<file path="config.mk">
export PLATFORM = sky130hd
export DESIGN_NAME = rolling_hash_chunker_flat
export DESIGN_NICKNAME = d
export VERILOG_FILES = /design/src/rtl/rhc_pkg.sv /design/src/rtl/rhc_if.sv /design/src/rtl/rhc_window.sv /design/src/rtl/rhc_hash.sv /design/src/rtl/rhc_cut.sv /design/src/rtl/rolling_hash_chunker.sv /design/src/flat_wrapper.sv
export VERILOG_INCLUDE_DIRS = /design/src /design/src/rtl
export SDC_FILE = /design/constraint.sdc
export NUM_CORES = 1
export LEC_CHECK = 0
export BUFFER_PORTS_ARGS = -buffer_cell sky130_fd_sc_hd__buf_2
export CAP_MARGIN = 20
export CORE_MARGIN = 2
export CORE_UTILIZATION = 35
export DETAILED_ROUTE_END_ITERATION = 6
export SLEW_MARGIN = 15
export SYNTH_ARGS = -nofsm -noshare
export SYNTH_HDL_FRONTEND = slang
export SYNTH_SLANG_ARGS = --single-unit
</file>
<file path="constraint.sdc">
create_clock -name clk_i -period 11.2 [get_ports clk_i]
set_input_delay 2.24 -clock clk_i [delete_from_list [all_inputs] [get_ports clk_i]]
set_output_delay 2.24 -clock clk_i [all_outputs]
set_load 0.02 [all_outputs]
</file>
<file path="src/rtl/rolling_hash_chunker_defines.svh">
// Assertion macros for the rolling hash chunker.
// Included by the top level; expects clk_i and rst_ni in scope.
`ifndef ROLLING_HASH_CHUNKER_DEFINES_SVH
`define ROLLING_HASH_CHUNKER_DEFINES_SVH

// Same-cycle implication, checked at every rising edge outside reset.
`define RHC_ASSERT_NOW(lbl, ante, cons, msg) \
  lbl: assert property (@(posedge clk_i) disable iff (!rst_ni) (ante) |-> (cons)) \
    else $error(msg);

// Next-cycle implication, checked at every rising edge outside reset.
`define RHC_ASSERT_NEXT(lbl, ante, cons, msg) \
  lbl: assert property (@(posedge clk_i) disable iff (!rst_ni) (ante) |=> (cons)) \
    else $error(msg);

`endif

</file>
<file path="src/rtl/rhc_pkg.sv">
// Shared constants, types and functions of the rolling hash chunker.
// No dependencies; every other file of the block but the defines header uses it by scoped name.
`timescale 1ns / 1ps
`default_nettype none

package rhc_pkg;

  localparam int unsigned WindowBytes = 32;
  localparam int unsigned OffsetBits  = 48;
  localparam int unsigned LengthBits  = 21;

  localparam int unsigned HashW     = 32;
  localparam int unsigned HashBitsW = 6;
  localparam int unsigned ChunkW    = 21;
  localparam int unsigned CfgIdxW   = 2;
  localparam int unsigned CfgDataW  = 32;

  localparam logic [HashW-1:0] HashBase = 32'd587;

  localparam logic [HashBitsW-1:0] ResetHashBits = 6'd13;
  localparam logic [HashW-1:0]     ResetBoundary = 32'h0000_0087;
  localparam logic [ChunkW-1:0]    ResetMinChunk = 21'd2048;
  localparam logic [ChunkW-1:0]    ResetMaxChunk = 21'd16384;

  typedef enum logic [CfgIdxW-1:0] {
    RegHashBits = 2'd0,
    RegBoundary = 2'd1,
    RegMinChunk = 2'd2,
    RegMaxChunk = 2'd3
  } cfg_reg_e;

  // Per-cycle control handed to every datapath unit.
  typedef struct packed {
    logic step;     // an item is processed this cycle
    logic restart;  // that item ends the stream
  } rhc_ctrl_t;

  // Base raised to the window length, modulo 2^HashW; evaluated at elaboration.
  function automatic logic [HashW-1:0] base_pow(input int unsigned n);
    logic [HashW-1:0] p;
    p = HashW'(1);
    for (int unsigned i = 0; i < n; i++) begin
      p = HashW'(p * HashBase);
    end
    return p;
  endfunction

  // Mask for a hash kept modulo 2^bits; widths above HashW act as HashW.
  function automatic logic [HashW-1:0] hash_mask(input logic [HashBitsW-1:0] bits);
    logic [HashW-1:0] m;
    if (bits >= HashBitsW'(HashW)) begin
      m = '1;
    end else begin
      m = (HashW'(1) << bits) - HashW'(1);
    end
    return m;
  endfunction

endpackage

`default_nettype wire

</file>
<file path="src/rtl/rhc_if.sv">
// Valid/ready stream interfaces of the rolling hash chunker.
// Depends on rhc_pkg for the default field widths.
`timescale 1ns / 1ps
`default_nettype none

interface rhc_in_if;
  logic       valid;
  logic       ready;
  logic [7:0] data_byte;
  logic       end_of_stream;

  modport source (output valid, output data_byte, output end_of_stream, input ready);
  modport sink   (input valid, input data_byte, input end_of_stream, output ready);
endinterface

interface rhc_out_if #(
  parameter int unsigned OFFSET_BITS = rhc_pkg::OffsetBits,
  parameter int unsigned LENGTH_BITS = rhc_pkg::LengthBits
);
  logic                   valid;
  logic                   ready;
  logic [OFFSET_BITS-1:0] chunk_offset;
  logic [LENGTH_BITS-1:0] chunk_length;
  logic                   final_chunk;

  modport source (output valid, output chunk_offset, output chunk_length,
                  output final_chunk, input ready);
  modport sink   (input valid, input chunk_offset, input chunk_length,
                  input final_chunk, output ready);
endinterface

`default_nettype wire

</file>
<file path="src/rtl/rhc_window.sv">
// Byte window of the chunker: a shift line plus fill tracking.
// Depends on rhc_pkg for the control struct.
`timescale 1ns / 1ps
`default_nettype none

module rhc_window #(
  parameter int unsigned WINDOW_BYTES = rhc_pkg::WindowBytes
) (
  input  wire logic             clk_i,
  input  wire logic             rst_ni,
  input  wire rhc_pkg::rhc_ctrl_t ctrl_i,
  input  wire logic [7:0]       data_byte_i,
  output logic [7:0]            oldest_o,
  output logic                  full_o
);

  localparam int unsigned CntW = (WINDOW_BYTES > 1) ? $clog2(WINDOW_BYTES) : 1;

  logic [7:0]      taps_q [WINDOW_BYTES];
  logic [CntW-1:0] cnt_q, cnt_d;
  logic            full_q, full_d;
  logic            filled;

  // Until the window has filled, the byte leaving it reads as zero.
  assign filled   = !full_q && (cnt_q == CntW'(WINDOW_BYTES - 1));
  assign oldest_o = full_q ? taps_q[WINDOW_BYTES-1] : 8'd0;
  assign full_o   = full_q;

  always_comb begin
    cnt_d  = cnt_q;
    full_d = full_q;
    if (ctrl_i.restart) begin
      cnt_d  = '0;
      full_d = 1'b0;
    end else if (filled) begin
      cnt_d  = '0;
      full_d = 1'b1;
    end else if (!full_q) begin
      cnt_d = CntW'(cnt_q + 1'b1);
    end
  end

  always_ff @(posedge clk_i or negedge rst_ni) begin
    if (!rst_ni) begin
      cnt_q  <= '0;
      full_q <= 1'b0;
    end else if (ctrl_i.step) begin
      cnt_q  <= cnt_d;
      full_q <= full_d;
    end
  end

  always_ff @(posedge clk_i) begin
    if (ctrl_i.step) begin
      taps_q[0] <= data_byte_i;
      for (int unsigned i = 1; i < WINDOW_BYTES; i++) begin
        taps_q[i] <= taps_q[i-1];
      end
    end
  end

endmodule

`default_nettype wire

</file>
<file path="src/rtl/rhc_hash.sv">
// Rolling hash register with its one-step update and boundary match.
// Depends on rhc_pkg for the base, the window power and the hash mask.
`timescale 1ns / 1ps
`default_nettype none

module rhc_hash #(
  parameter int unsigned WINDOW_BYTES = rhc_pkg::WindowBytes
) (
  input  wire logic                                clk_i,
  input  wire logic                                rst_ni,
  input  wire rhc_pkg::rhc_ctrl_t                  ctrl_i,
  input  wire logic [7:0]                          data_byte_i,
  input  wire logic [7:0]                          oldest_i,
  input  wire logic [rhc_pkg::HashBitsW-1:0]       hash_bits_i,
  input  wire logic [rhc_pkg::HashW-1:0]           boundary_i,
  output logic                                     hit_o
);

  localparam logic [rhc_pkg::HashW-1:0] PowWindow = rhc_pkg::base_pow(WINDOW_BYTES);

  logic [rhc_pkg::HashW-1:0] hash_q, hash_d;
  logic [rhc_pkg::HashW-1:0] base_term, old_term;

  always_comb begin
    base_term = rhc_pkg::HashW'(hash_q * rhc_pkg::HashBase);
    old_term  = rhc_pkg::HashW'(rhc_pkg::HashW'(oldest_i) * PowWindow);
    hash_d    = (base_term - old_term + rhc_pkg::HashW'(data_byte_i))
                & rhc_pkg::hash_mask(hash_bits_i);
  end

  assign hit_o = (hash_d == boundary_i);

  always_ff @(posedge clk_i or negedge rst_ni) begin
    if (!rst_ni) begin
      hash_q <= '0;
    end else if (ctrl_i.step) begin
      hash_q <= ctrl_i.restart ? '0 : hash_d;
    end
  end

endmodule

`default_nettype wire

</file>
<file path="src/rtl/rhc_cut.sv">
// Stream position, chunk start and length tracking with the cut decision.
// Depends on rhc_pkg for the control struct and the chunk limit width.
`timescale 1ns / 1ps
`default_nettype none

module rhc_cut #(
  parameter int unsigned OFFSET_BITS = rhc_pkg::OffsetBits,
  parameter int unsigned LENGTH_BITS = rhc_pkg::LengthBits
) (
  input  wire logic                           clk_i,
  input  wire logic                           rst_ni,
  input  wire rhc_pkg::rhc_ctrl_t             ctrl_i,
  input  wire logic                           full_i,
  input  wire logic                           hit_i,
  input  wire logic [rhc_pkg::ChunkW-1:0]     min_chunk_i,
  input  wire logic [rhc_pkg::ChunkW-1:0]     max_chunk_i,
  output logic                                emit_o,
  output logic [OFFSET_BITS-1:0]              chunk_offset_o,
  output logic [LENGTH_BITS-1:0]              chunk_length_o,
  output logic                                final_chunk_o
);

  localparam int unsigned WideW = (OFFSET_BITS > LENGTH_BITS) ? OFFSET_BITS : LENGTH_BITS;
  localparam int unsigned CmpW  = (LENGTH_BITS > rhc_pkg::ChunkW) ? LENGTH_BITS
                                                                  : rhc_pkg::ChunkW;

  logic [OFFSET_BITS-1:0] pos_q, start_q, len_q;
  logic [OFFSET_BITS-1:0] pos_next, len_next;
  logic [WideW-1:0]       len_wide;
  logic [LENGTH_BITS-1:0] len_sat;
  logic                   reach_max, reach_min, cut;

  always_comb begin
    pos_next  = OFFSET_BITS'(pos_q + 1'b1);
    len_next  = OFFSET_BITS'(len_q + 1'b1);
    len_wide  = WideW'(len_next);
    len_sat   = (len_wide > WideW'({LENGTH_BITS{1'b1}})) ? {LENGTH_BITS{1'b1}}
                                                          : LENGTH_BITS'(len_wide);
    reach_max = CmpW'(len_sat) >= CmpW'(max_chunk_i);
    reach_min = CmpW'(len_sat) >= CmpW'(min_chunk_i);
    cut       = full_i && (hit_i || reach_max) && reach_min;
  end

  assign emit_o         = ctrl_i.step && (ctrl_i.restart || cut);
  assign chunk_offset_o = start_q;
  assign chunk_length_o = len_sat;
  assign final_chunk_o  = ctrl_i.restart;

  always_ff @(posedge clk_i or negedge rst_ni) begin
    if (!rst_ni) begin
      pos_q   <= '0;
      start_q <= '0;
      len_q   <= '0;
    end else if (ctrl_i.step) begin
      if (ctrl_i.restart) begin
        pos_q   <= '0;
        start_q <= '0;
        len_q   <= '0;
      end else if (cut) begin
        pos_q   <= pos_next;
        start_q <= pos_next;
        len_q   <= '0;
      end else begin
        pos_q <= pos_next;
        len_q <= len_next;
      end
    end
  end

endmodule

`default_nettype wire

</file>
<file path="src/rtl/rolling_hash_chunker.sv">
// Content-defined chunker: one byte accepted per cycle, sustained, unless results back up.
// A byte waits in the input register; the chunk it closes is offered from the result register.
// The hash recurrence (constant multiply, subtract, add, mask) sets the rate.
// Reset is asynchronous and active low; it clears the stream state and loads defaults.
// There is no clearing pass: the window uses a fill count instead.
`timescale 1ns / 1ps
`default_nettype none
`include "rolling_hash_chunker_defines.svh"

module rolling_hash_chunker #(
  parameter int unsigned WINDOW_BYTES = rhc_pkg::WindowBytes,
  parameter int unsigned OFFSET_BITS  = rhc_pkg::OffsetBits,
  parameter int unsigned LENGTH_BITS  = rhc_pkg::LengthBits
) (
  input  wire logic                           clk_i,
  input  wire logic                           rst_ni,
  rhc_in_if.sink                              in_chan,
  rhc_out_if.source                           out_chan,
  input  wire logic                           cfg_we_i,
  input  wire logic [rhc_pkg::CfgIdxW-1:0]    cfg_idx_i,
  input  wire logic [rhc_pkg::CfgDataW-1:0]   cfg_wdata_i
);

  localparam int unsigned CmpW = (LENGTH_BITS > rhc_pkg::ChunkW) ? LENGTH_BITS
                                                                 : rhc_pkg::ChunkW;

  // Configuration registers. Software is to write these only while the block is idle,
  // which the block itself does not enforce; a new value then applies from the next byte onwards.
  logic [rhc_pkg::HashBitsW-1:0] hash_bits_q;
  logic [rhc_pkg::HashW-1:0]     boundary_q;
  logic [rhc_pkg::ChunkW-1:0]    min_chunk_q;
  logic [rhc_pkg::ChunkW-1:0]    max_chunk_q;

  always_ff @(posedge clk_i or negedge rst_ni) begin
    if (!rst_ni) begin
      hash_bits_q <= rhc_pkg::ResetHashBits;
      boundary_q  <= rhc_pkg::ResetBoundary;
      min_chunk_q <= rhc_pkg::ResetMinChunk;
      max_chunk_q <= rhc_pkg::ResetMaxChunk;
    end else if (cfg_we_i) begin
      unique case (rhc_pkg::cfg_reg_e'(cfg_idx_i))
        rhc_pkg::RegHashBits: hash_bits_q <= cfg_wdata_i[rhc_pkg::HashBitsW-1:0];
        rhc_pkg::RegBoundary: boundary_q  <= cfg_wdata_i[rhc_pkg::HashW-1:0];
        rhc_pkg::RegMinChunk: min_chunk_q <= cfg_wdata_i[rhc_pkg::ChunkW-1:0];
        rhc_pkg::RegMaxChunk: max_chunk_q <= cfg_wdata_i[rhc_pkg::ChunkW-1:0];
        default: ;
      endcase
    end
  end

  // Input register. A request sits here while the window, hash and
  // cut logic work on it; it moves on whenever the result register has room, so
  // the input side is ready again in the same cycle.
  logic       a_valid_q;
  logic [7:0] a_byte_q;
  logic       a_eos_q;
  logic       in_fire, out_free, step;

  // Result register. It parts the two sides: a result waiting for its taker does
  // not stop a byte from entering the input register while that register is empty.
  logic                   out_valid_q;
  logic [OFFSET_BITS-1:0] res_offset_q;
  logic [LENGTH_BITS-1:0] res_length_q;
  logic                   res_final_q;

  rhc_pkg::rhc_ctrl_t     ctrl;
  logic [7:0]             oldest;
  logic                   win_full, hit, emit;
  logic [OFFSET_BITS-1:0] cut_offset;
  logic [LENGTH_BITS-1:0] cut_length;
  logic                   cut_final;

  assign out_free      = !out_valid_q || out_chan.ready;
  assign step          = a_valid_q && out_free;
  assign in_chan.ready = !a_valid_q || step;
  assign in_fire       = in_chan.valid && in_chan.ready;

  assign ctrl.step    = step;
  assign ctrl.restart = step && a_eos_q;

  always_ff @(posedge clk_i or negedge rst_ni) begin
    if (!rst_ni) begin
      a_valid_q <= 1'b0;
    end else if (in_fire) begin
      a_valid_q <= 1'b1;
    end else if (step) begin
      a_valid_q <= 1'b0;
    end
  end

  always_ff @(posedge clk_i) begin
    if (in_fire) begin
      a_byte_q <= in_chan.data_byte;
      a_eos_q  <= in_chan.end_of_stream;
    end
  end

  // The window supplies the byte that leaves the hash span; it reads as zero
  // until the first window's worth of bytes of a stream has arrived.
  rhc_window #(
    .WINDOW_BYTES(WINDOW_BYTES)
  ) u_window (
    .clk_i       (clk_i),
    .rst_ni      (rst_ni),
    .ctrl_i      (ctrl),
    .data_byte_i (a_byte_q),
    .oldest_o    (oldest),
    .full_o      (win_full)
  );

  rhc_hash #(
    .WINDOW_BYTES(WINDOW_BYTES)
  ) u_hash (
    .clk_i       (clk_i),
    .rst_ni      (rst_ni),
    .ctrl_i      (ctrl),
    .data_byte_i (a_byte_q),
    .oldest_i    (oldest),
    .hash_bits_i (hash_bits_q),
    .boundary_i  (boundary_q),
    .hit_o       (hit)
  );

  // Boundary checks only begin with the byte after the one that filled the window.
  // The end-of-stream byte always closes a final chunk, even during the fill.
  rhc_cut #(
    .OFFSET_BITS(OFFSET_BITS),
    .LENGTH_BITS(LENGTH_BITS)
  ) u_cut (
    .clk_i          (clk_i),
    .rst_ni         (rst_ni),
    .ctrl_i         (ctrl),
    .full_i         (win_full),
    .hit_i          (hit),
    .min_chunk_i    (min_chunk_q),
    .max_chunk_i    (max_chunk_q),
    .emit_o         (emit),
    .chunk_offset_o (cut_offset),
    .chunk_length_o (cut_length),
    .final_chunk_o  (cut_final)
  );

  always_ff @(posedge clk_i or negedge rst_ni) begin
    if (!rst_ni) begin
      out_valid_q <= 1'b0;
    end else if (emit) begin
      out_valid_q <= 1'b1;
    end else if (out_chan.ready) begin
      out_valid_q <= 1'b0;
    end
  end

  always_ff @(posedge clk_i) begin
    if (emit) begin
      res_offset_q <= cut_offset;
      res_length_q <= cut_length;
      res_final_q  <= cut_final;
    end
  end

  assign out_chan.valid        = out_valid_q;
  assign out_chan.chunk_offset = res_offset_q;
  assign out_chan.chunk_length = res_length_q;
  assign out_chan.final_chunk  = res_final_q;

  // An empty result register must never hold back the input side.
  `RHC_ASSERT_NOW(a_ready_when_empty, !out_valid_q, in_chan.ready,
                  "input stalled with empty result register")
  // Every chunk holds at least the byte that closed it.
  `RHC_ASSERT_NOW(a_len_nonzero, out_valid_q, res_length_q != '0, "zero-length chunk offered")
  // A cut other than the end of stream respects the minimum chunk length.
  `RHC_ASSERT_NOW(a_len_min, out_valid_q && !res_final_q,
                  CmpW'(res_length_q) >= CmpW'(min_chunk_q), "chunk cut below minimum length")
  // The end-of-stream byte always produces a final chunk in the next cycle.
  `RHC_ASSERT_NEXT(a_eos_final, step && a_eos_q, out_valid_q && res_final_q,
                   "end of stream gave no final chunk")

endmodule

`default_nettype wire
</file>
<file path="src/flat_wrapper.sv">
// flat-port wrapper written by rule: the top's interface ports become plain ports
module rolling_hash_chunker_flat 
#(
  parameter int unsigned WINDOW_BYTES = rhc_pkg::WindowBytes,
  parameter int unsigned OFFSET_BITS  = rhc_pkg::OffsetBits,
  parameter int unsigned LENGTH_BITS  = rhc_pkg::LengthBits
)
  (clk_i, rst_ni, cfg_we_i, cfg_idx_i, cfg_wdata_i, in_chan_valid, in_chan_data_byte, in_chan_end_of_stream, in_chan_ready, out_chan_valid, out_chan_chunk_offset, out_chan_chunk_length, out_chan_final_chunk, out_chan_ready);
  rhc_in_if in_chan_i ();
  rhc_out_if #(.OFFSET_BITS(OFFSET_BITS), .LENGTH_BITS(LENGTH_BITS)) out_chan_i ();
  input  wire logic clk_i;
  input  wire logic rst_ni;
  input  wire logic cfg_we_i;
  input  wire logic [rhc_pkg::CfgIdxW-1:0] cfg_idx_i;
  input  wire logic [rhc_pkg::CfgDataW-1:0] cfg_wdata_i;
  input wire logic [$bits(in_chan_i.valid)-1:0] in_chan_valid;
  input wire logic [$bits(in_chan_i.data_byte)-1:0] in_chan_data_byte;
  input wire logic [$bits(in_chan_i.end_of_stream)-1:0] in_chan_end_of_stream;
  output wire logic [$bits(in_chan_i.ready)-1:0] in_chan_ready;
  output wire logic [$bits(out_chan_i.valid)-1:0] out_chan_valid;
  output wire logic [$bits(out_chan_i.chunk_offset)-1:0] out_chan_chunk_offset;
  output wire logic [$bits(out_chan_i.chunk_length)-1:0] out_chan_chunk_length;
  output wire logic [$bits(out_chan_i.final_chunk)-1:0] out_chan_final_chunk;
  input wire logic [$bits(out_chan_i.ready)-1:0] out_chan_ready;
  assign in_chan_i.valid = in_chan_valid;
  assign in_chan_i.data_byte = in_chan_data_byte;
  assign in_chan_i.end_of_stream = in_chan_end_of_stream;
  assign in_chan_ready = in_chan_i.ready;
  assign out_chan_valid = out_chan_i.valid;
  assign out_chan_chunk_offset = out_chan_i.chunk_offset;
  assign out_chan_chunk_length = out_chan_i.chunk_length;
  assign out_chan_final_chunk = out_chan_i.final_chunk;
  assign out_chan_i.ready = out_chan_ready;
  rolling_hash_chunker #(.WINDOW_BYTES(WINDOW_BYTES), .OFFSET_BITS(OFFSET_BITS), .LENGTH_BITS(LENGTH_BITS)) u_core (.clk_i(clk_i), .rst_ni(rst_ni), .in_chan(in_chan_i), .out_chan(out_chan_i), .cfg_we_i(cfg_we_i), .cfg_idx_i(cfg_idx_i), .cfg_wdata_i(cfg_wdata_i));
endmodule
</file>
==> results.toml, run 1 <==
[status]
status = "finished, final reports clean"

[layout]
syn2layout_area_growth_pct = 12.2
drive_above_1_share = 0.119
nNetsFinal = 3573
num-fill-cells = 9353
diodes = 0

[sta]
rsz0062_at_grt = "no"
period_minus_slack_ns = 9.71
finalSetupViolCount = 0
skew_ns = 0.0331
finalHoldViolations = 0
fmax_ghz = 0.103
slew_viol_final = 0
fin_setup_tns_ns = 0
hold_ws_ns = 0.401
worstMarginPinSlew_ns = 1.07
post-route-period-util = 0.867
max_slew_margin = 0.283

[placement]
port_buffers = 119
gp_congestion = 0.922
dp_hpwl_mm = 63.2

[setup_path]
cp_data_required_time_ns = 11.52
path_class = "reg -> reg"
cp_max_fo = 42
crit_path_end_kind = "flip-flop"
critPathLaunchType = "flip-flop"
max_stage_delay_ns = 0.57
slowest_stage = "dfrtp_1"
critPathArrivalTime_ns = 10.03
crit_top_cell = "inv_1"

[cts]
cts_setup_buffers = 0
clock_path_buffers = 3
cts.repair.resized = 0
cts_tree = "built"
cts_root_buf = "clkbuf_16"
clk_pin_slew_ns = 0.06
cts_sinks = 599
clkLatencyLatePin_ns = 0.64
htreeDepth = 3
cts-hold-fix-buffers = 0
cts_buffers = 70

[flow_run]
cap_violations = 0

[hold_path]
hold_path_class = "reg -> reg"

[synthesis]
netlist_area_mm2 = 0.0349
synthArstFlopShare = 0.441
synth_cell_types = 90
synth_area_leaders = "edfxtp_1, dfrtp_1, fa_1"
synth_top_area_share = 0.288
synth-edff-count = 335
netlist_instances = 3074
syn_nets = 3500
ys.flop_type = "edfxtp_1"
yosysWarningCount = 0
synth_commonest_cells = "inv_1, edfxtp_1, dfrtp_1, nand2_1, ha_1"
synth_area_per_cell_um2 = 11.4
ys_seq_area_frac = 0.478
yosysTopAreaCell = "edfxtp_1"
yosysMostFrequentCell = "inv_1"
synth-seq-cells = 599

[die]
die_area_mm2 = 0.102
io_pins = 120
die_w_um = 320
chipHeight_um = 320
initial_core_util = 0.354
num_rows = 115
core_mm2 = 0.0986

[route]
first_pass_iters = 6
drc = 0
vias = 23400
vias_per_cell = 5.21
ant_nets = 0
wl_mm = 88.5
drtIter0Drc = 1845
wire_per_inst_um = 19.7

[global_route]
groute.usage.overall = 0.175
grt.overflow.total = 0
grt_pass1_vias = 23400
grt_pass1_wl_mm = 139
antenna_found_initial = 2
grt_max_degree = 127
## worst max-delay path: cells and delay by family, from the launching register on
family          cells  cell delay, ns
compound gates      7            1.95
fa+ha+maj           8            3.74
buf+inv             9            1.45
flops               1            0.57
simple gates        4            1.63
## layout make-up
| cell class | count | area [um^2] | area share |
|---|---|---|---|
| tap | 1287 | 1610 | 0.0411 |
| inverter | 418 | 1580 | 0.0402 |
| clock buffer | 89 | 1870 | 0.0478 |
| clock inverter | 38 | 484 | 0.0124 |
| multi-input combinational | 1911 | 16100 | 0.411 |
| sequential | 599 | 16700 | 0.426 |
| timing repair buffer | 147 | 856 | 0.0218 |
## layer usage
| metal | global-route usage | share of wire | up-vias |
|---|---|---|---|
| met5 | 0 | 0.00031 | - |
| met4 | 0.0622 | 0.031 | 4 |
| met3 | 0.0379 | 0.061 | 140 |
| met2 | 0.266 | 0.44 | 589 |
| met1 | 0.246 | 0.46 | 11700 |
| li1 | - | - | 11000 |
## cells in the final DEF, fill, tap and decap left out, types with 60 or more instances in the layout
| master | n |
|---|---|
| nor2_1 | 117 |
| clkbuf_16 | 71 |
| buf_2 | 118 |
| nand3_1 | 81 |
| xnor2_1 | 80 |
| a21oi_1 | 86 |
| o21ai_0 | 116 |
| xor2_1 | 60 |
| dfrtp_1 | 255 |
| edfxtp_1 | 335 |
| inv_1 | 415 |
| ha_1 | 201 |
| nand2_1 | 235 |
| nor3_1 | 65 |
| fa_1 | 177 |
| mux2_2 | 84 |
## final timing paths
check / from / end / slack (ns) / cells after the start
setup / recovery: u_core.u_window.full_o$_DFFE_PN0P_ / u_core.out_chan.chunk_offset[37]$_DFFE_PP_ / 1.49 / 28
hold / removal: u_core.u_window.taps_q[0][19]$_DFFE_PP_ / u_core.u_window.taps_q[0][27]$_DFFE_PP_ / 0.40 / 0
setup reg to reg: u_core.u_window.full_o$_DFFE_PN0P_ / u_core.out_chan.chunk_offset[37]$_DFFE_PP_ / 1.49 / 28
hold reg to reg: u_core.u_window.taps_q[0][19]$_DFFE_PP_ / u_core.u_window.taps_q[0][27]$_DFFE_PP_ / 0.40 / 0
max in group asynchronous: rst_ni / u_core.min_chunk_q[4]$_DFFE_PN0P_ / 7.33 / 3
min in group asynchronous: rst_ni / u_core.u_cut.chunk_offset_o[42]$_DFFE_PN0P_ / 1.56 / 1
## metrics by stage
step,utilization,cell area (um^2),std cells,setup WS (ns)
2_1_floorplan,-,34900,3074,0.0788
3_3_place_gp,0.373,36800,4360,1.63
3_5_place_dp,0.373,36800,4361,1.50
4_1_cts,0.397,39100,4488,1.48
5_1_grt,0.397,39200,4489,0.912
6_report,0.397,39200,4489,1.49
## logic make-up after synthesis
logic type | synth area share
mux | 0.0388
flops | 0.478
buf+inv | 0.0623
xor+xnor | 0.0358
fa+ha+maj | 0.174
compound gates | 0.105
simple gates | 0.107
## state kept, by name (all words and copies together) (netlist names)
register / count
u_core.u_window.taps_q: 256
u_core.boundary_q: 32
u_core.a_valid_q: 1
u_core.hash_bits_q: 6
u_core.a_byte_q: 8
u_core.u_cut.len_q: 48
u_core.out_chan.valid: 1
u_core.u_hash.hash_q: 32
u_core.u_window.full_o: 1
u_core.u_window.cnt_q: 5
u_core.a_eos_q: 1
u_core.u_cut.pos_q: 48
u_core.out_chan.chunk_length: 21
u_core.out_chan.chunk_offset: 48
u_core.u_cut.chunk_offset_o: 48
u_core.max_chunk_q: 21
u_core.min_chunk_q: 21
u_core.out_chan.final_chunk: 1
Power of run 1 is not shown: default switching activity piles up to over one toggle a cycle in this logic, so the estimate is an artifact.
==> run 2, diff against run 1 <==
CORE_ASPECT_RATIO = 0.8   (was not set)
==> run 2 against run 1 <==
Net effect: the flow now finishes with violations (design-rule violations); register-to-register slack lost 0.21 ns; global-route usage grew 0.17 points; critical path depth shrank 3; critical endpoint is now u_core.u_cut.chunk_offset_o[1]$_DFFE_PN0P_; clock skew grew 0.0029 ns; die area is essentially flat; cell area shrank 0.49%.
==> results.toml, run 2 (same netlist as run 1, synthesis figures left out) <==
[global_route]
grt.overflow.total = 0
grt_pass1_wl_mm = 139
grt_max_degree = 95
antenna_found_initial = 2
groute.usage.overall = 0.177
grt_pass1_vias = 23100

[route]
drc = 9
wl_mm = 89.8
drtIter0Drc = 2133
vias = 23400
vias_per_cell = 5.20
wire_per_inst_um = 19.9
ant_nets = 0
first_pass_iters = 7

[sta]
fmax_ghz = 0.101
max_slew_margin = 0.269
post-route-period-util = 0.886
worstMarginPinSlew_ns = 1.09
fin_setup_tns_ns = 0
rsz0062_at_grt = "no"
finalSetupViolCount = 0
finalHoldViolations = 0
slew_viol_final = 0
period_minus_slack_ns = 9.92
skew_ns = 0.0360

[cts]
clock_path_buffers = 3
clkLatencyLatePin_ns = 0.64
clk_pin_slew_ns = 0.07
htreeDepth = 3
cts_sinks = 599
cts_buffers = 67
cts_tree = "built"
cts-hold-fix-buffers = 0
cts_setup_buffers = 0
cts_root_buf = "clkbuf_16"
cts.repair.resized = 0

[die]
io_pins = 120
num_rows = 103
chipHeight_um = 287
initial_core_util = 0.353
die_area_mm2 = 0.102
core_mm2 = 0.0988
die_w_um = 357

[layout]
diodes = 0
drive_above_1_share = 0.116
nNetsFinal = 3571
top_register = "u_core.u_window.taps_q"
mostFrequentLayoutCells = "inv_1, edfxtp_1, dfrtp_1"
largest_reg_flops = 256
num-fill-cells = 9464
syn2layout_area_growth_pct = 11.7
final_common_cell = "inv_1"

[setup_path]
path_class = "reg -> reg"
critPathArrivalTime_ns = 10.38
cp_max_fo = 55
cp_data_required_time_ns = 11.67
crit_path_end_kind = "flip-flop"
critPathLaunchType = "flip-flop"

[status]
violations = "design-rule violations"
status = "complete, but fails checks"

[placement]
gp_congestion = 0.925
port_buffers = 119
dp_hpwl_mm = 64.6

[hold_path]
hold_path_class = "reg -> reg"

[flow_run]
cap_violations = 0
run 2: final timing paths:
path                                                              start                                         end  slack, ns  cells past startpoint
worst max-delay path                 u_core.u_window.full_o$_DFFE_PN0P_  u_core.u_cut.chunk_offset_o[1]$_DFFE_PN0P_       1.28                     25
worst min-delay path            u_core.u_window.taps_q[0][64]$_DFFE_PP_     u_core.u_window.taps_q[0][72]$_DFFE_PP_       0.41                      0
worst max register to register       u_core.u_window.full_o$_DFFE_PN0P_  u_core.u_cut.chunk_offset_o[1]$_DFFE_PN0P_       1.28                     25
worst min register to register  u_core.u_window.taps_q[0][64]$_DFFE_PP_     u_core.u_window.taps_q[0][72]$_DFFE_PP_       0.41                      0
max in group asynchronous                                        rst_ni         u_core.u_hash.hash_q[0]$_DFFE_PN0P_       7.43                      3
min in group asynchronous                                        rst_ni          u_core.u_cut.pos_q[16]$_DFFE_PN0P_       1.64                      1
run 2: metal layers:
layer,track usage,share of wire
met1,0.273,0.50
met2,0.241,0.40
met4,0.0466,0.023
met3,0.0469,0.080
met5,0,0.00023
run 2: per-stage QoR:
step | util | std cells | setup WS [ns] | hold slack (ns) | cell area [um^2]
floorplan | - | 3074 | 0.0788 | 0.400 | 34900
global placement | 0.372 | 4387 | 1.41 | 0.400 | 36800
detailed placement | 0.372 | 4387 | 1.32 | 0.405 | 36800
CTS | 0.394 | 4505 | 1.27 | 0.411 | 39000
global route | 0.394 | 4506 | 0.626 | 0.420 | 39000
finish | 0.394 | 4506 | 1.28 | 0.410 | 39000
run 2: critical path, stage by stage (launching register included):
cell and delay, ns:
dfrtp_1 0.56, nand2_1 0.58, ha_1 0.52, inv_1 0.05, fa_1 0.47, fa_1 0.51, inv_1 0.05, fa_1 0.48
fa_1 0.54, fa_1 0.55, inv_1 0.05, fa_1 0.53, inv_1 0.04, ha_1 0.43, nand4_1 0.25, or3_1 0.43
or4_1 0.60, a311oi_1 0.43, a2111oi_0 0.10, and4_1 0.22, o2111ai_1 0.16, nor4_4 0.11, nand3_2 0.09, buf_4 0.54
nand2_1 0.79, o311ai_0 0.61
run 2: final cells by class:
class                           instances  area, um^2  share of cell area
Sequential cell                       599       16700               0.428
Timing Repair Buffer                  148         836              0.0214
Tap cell                             1312        1640              0.0421
Multi-Input combinational cell       1911       16100               0.413
Clock buffer                           86        1830              0.0470
Inverter                              418        1580              0.0404
Clock inverter                         32         323             0.00828
Power of run 2 is left out for the same reason.
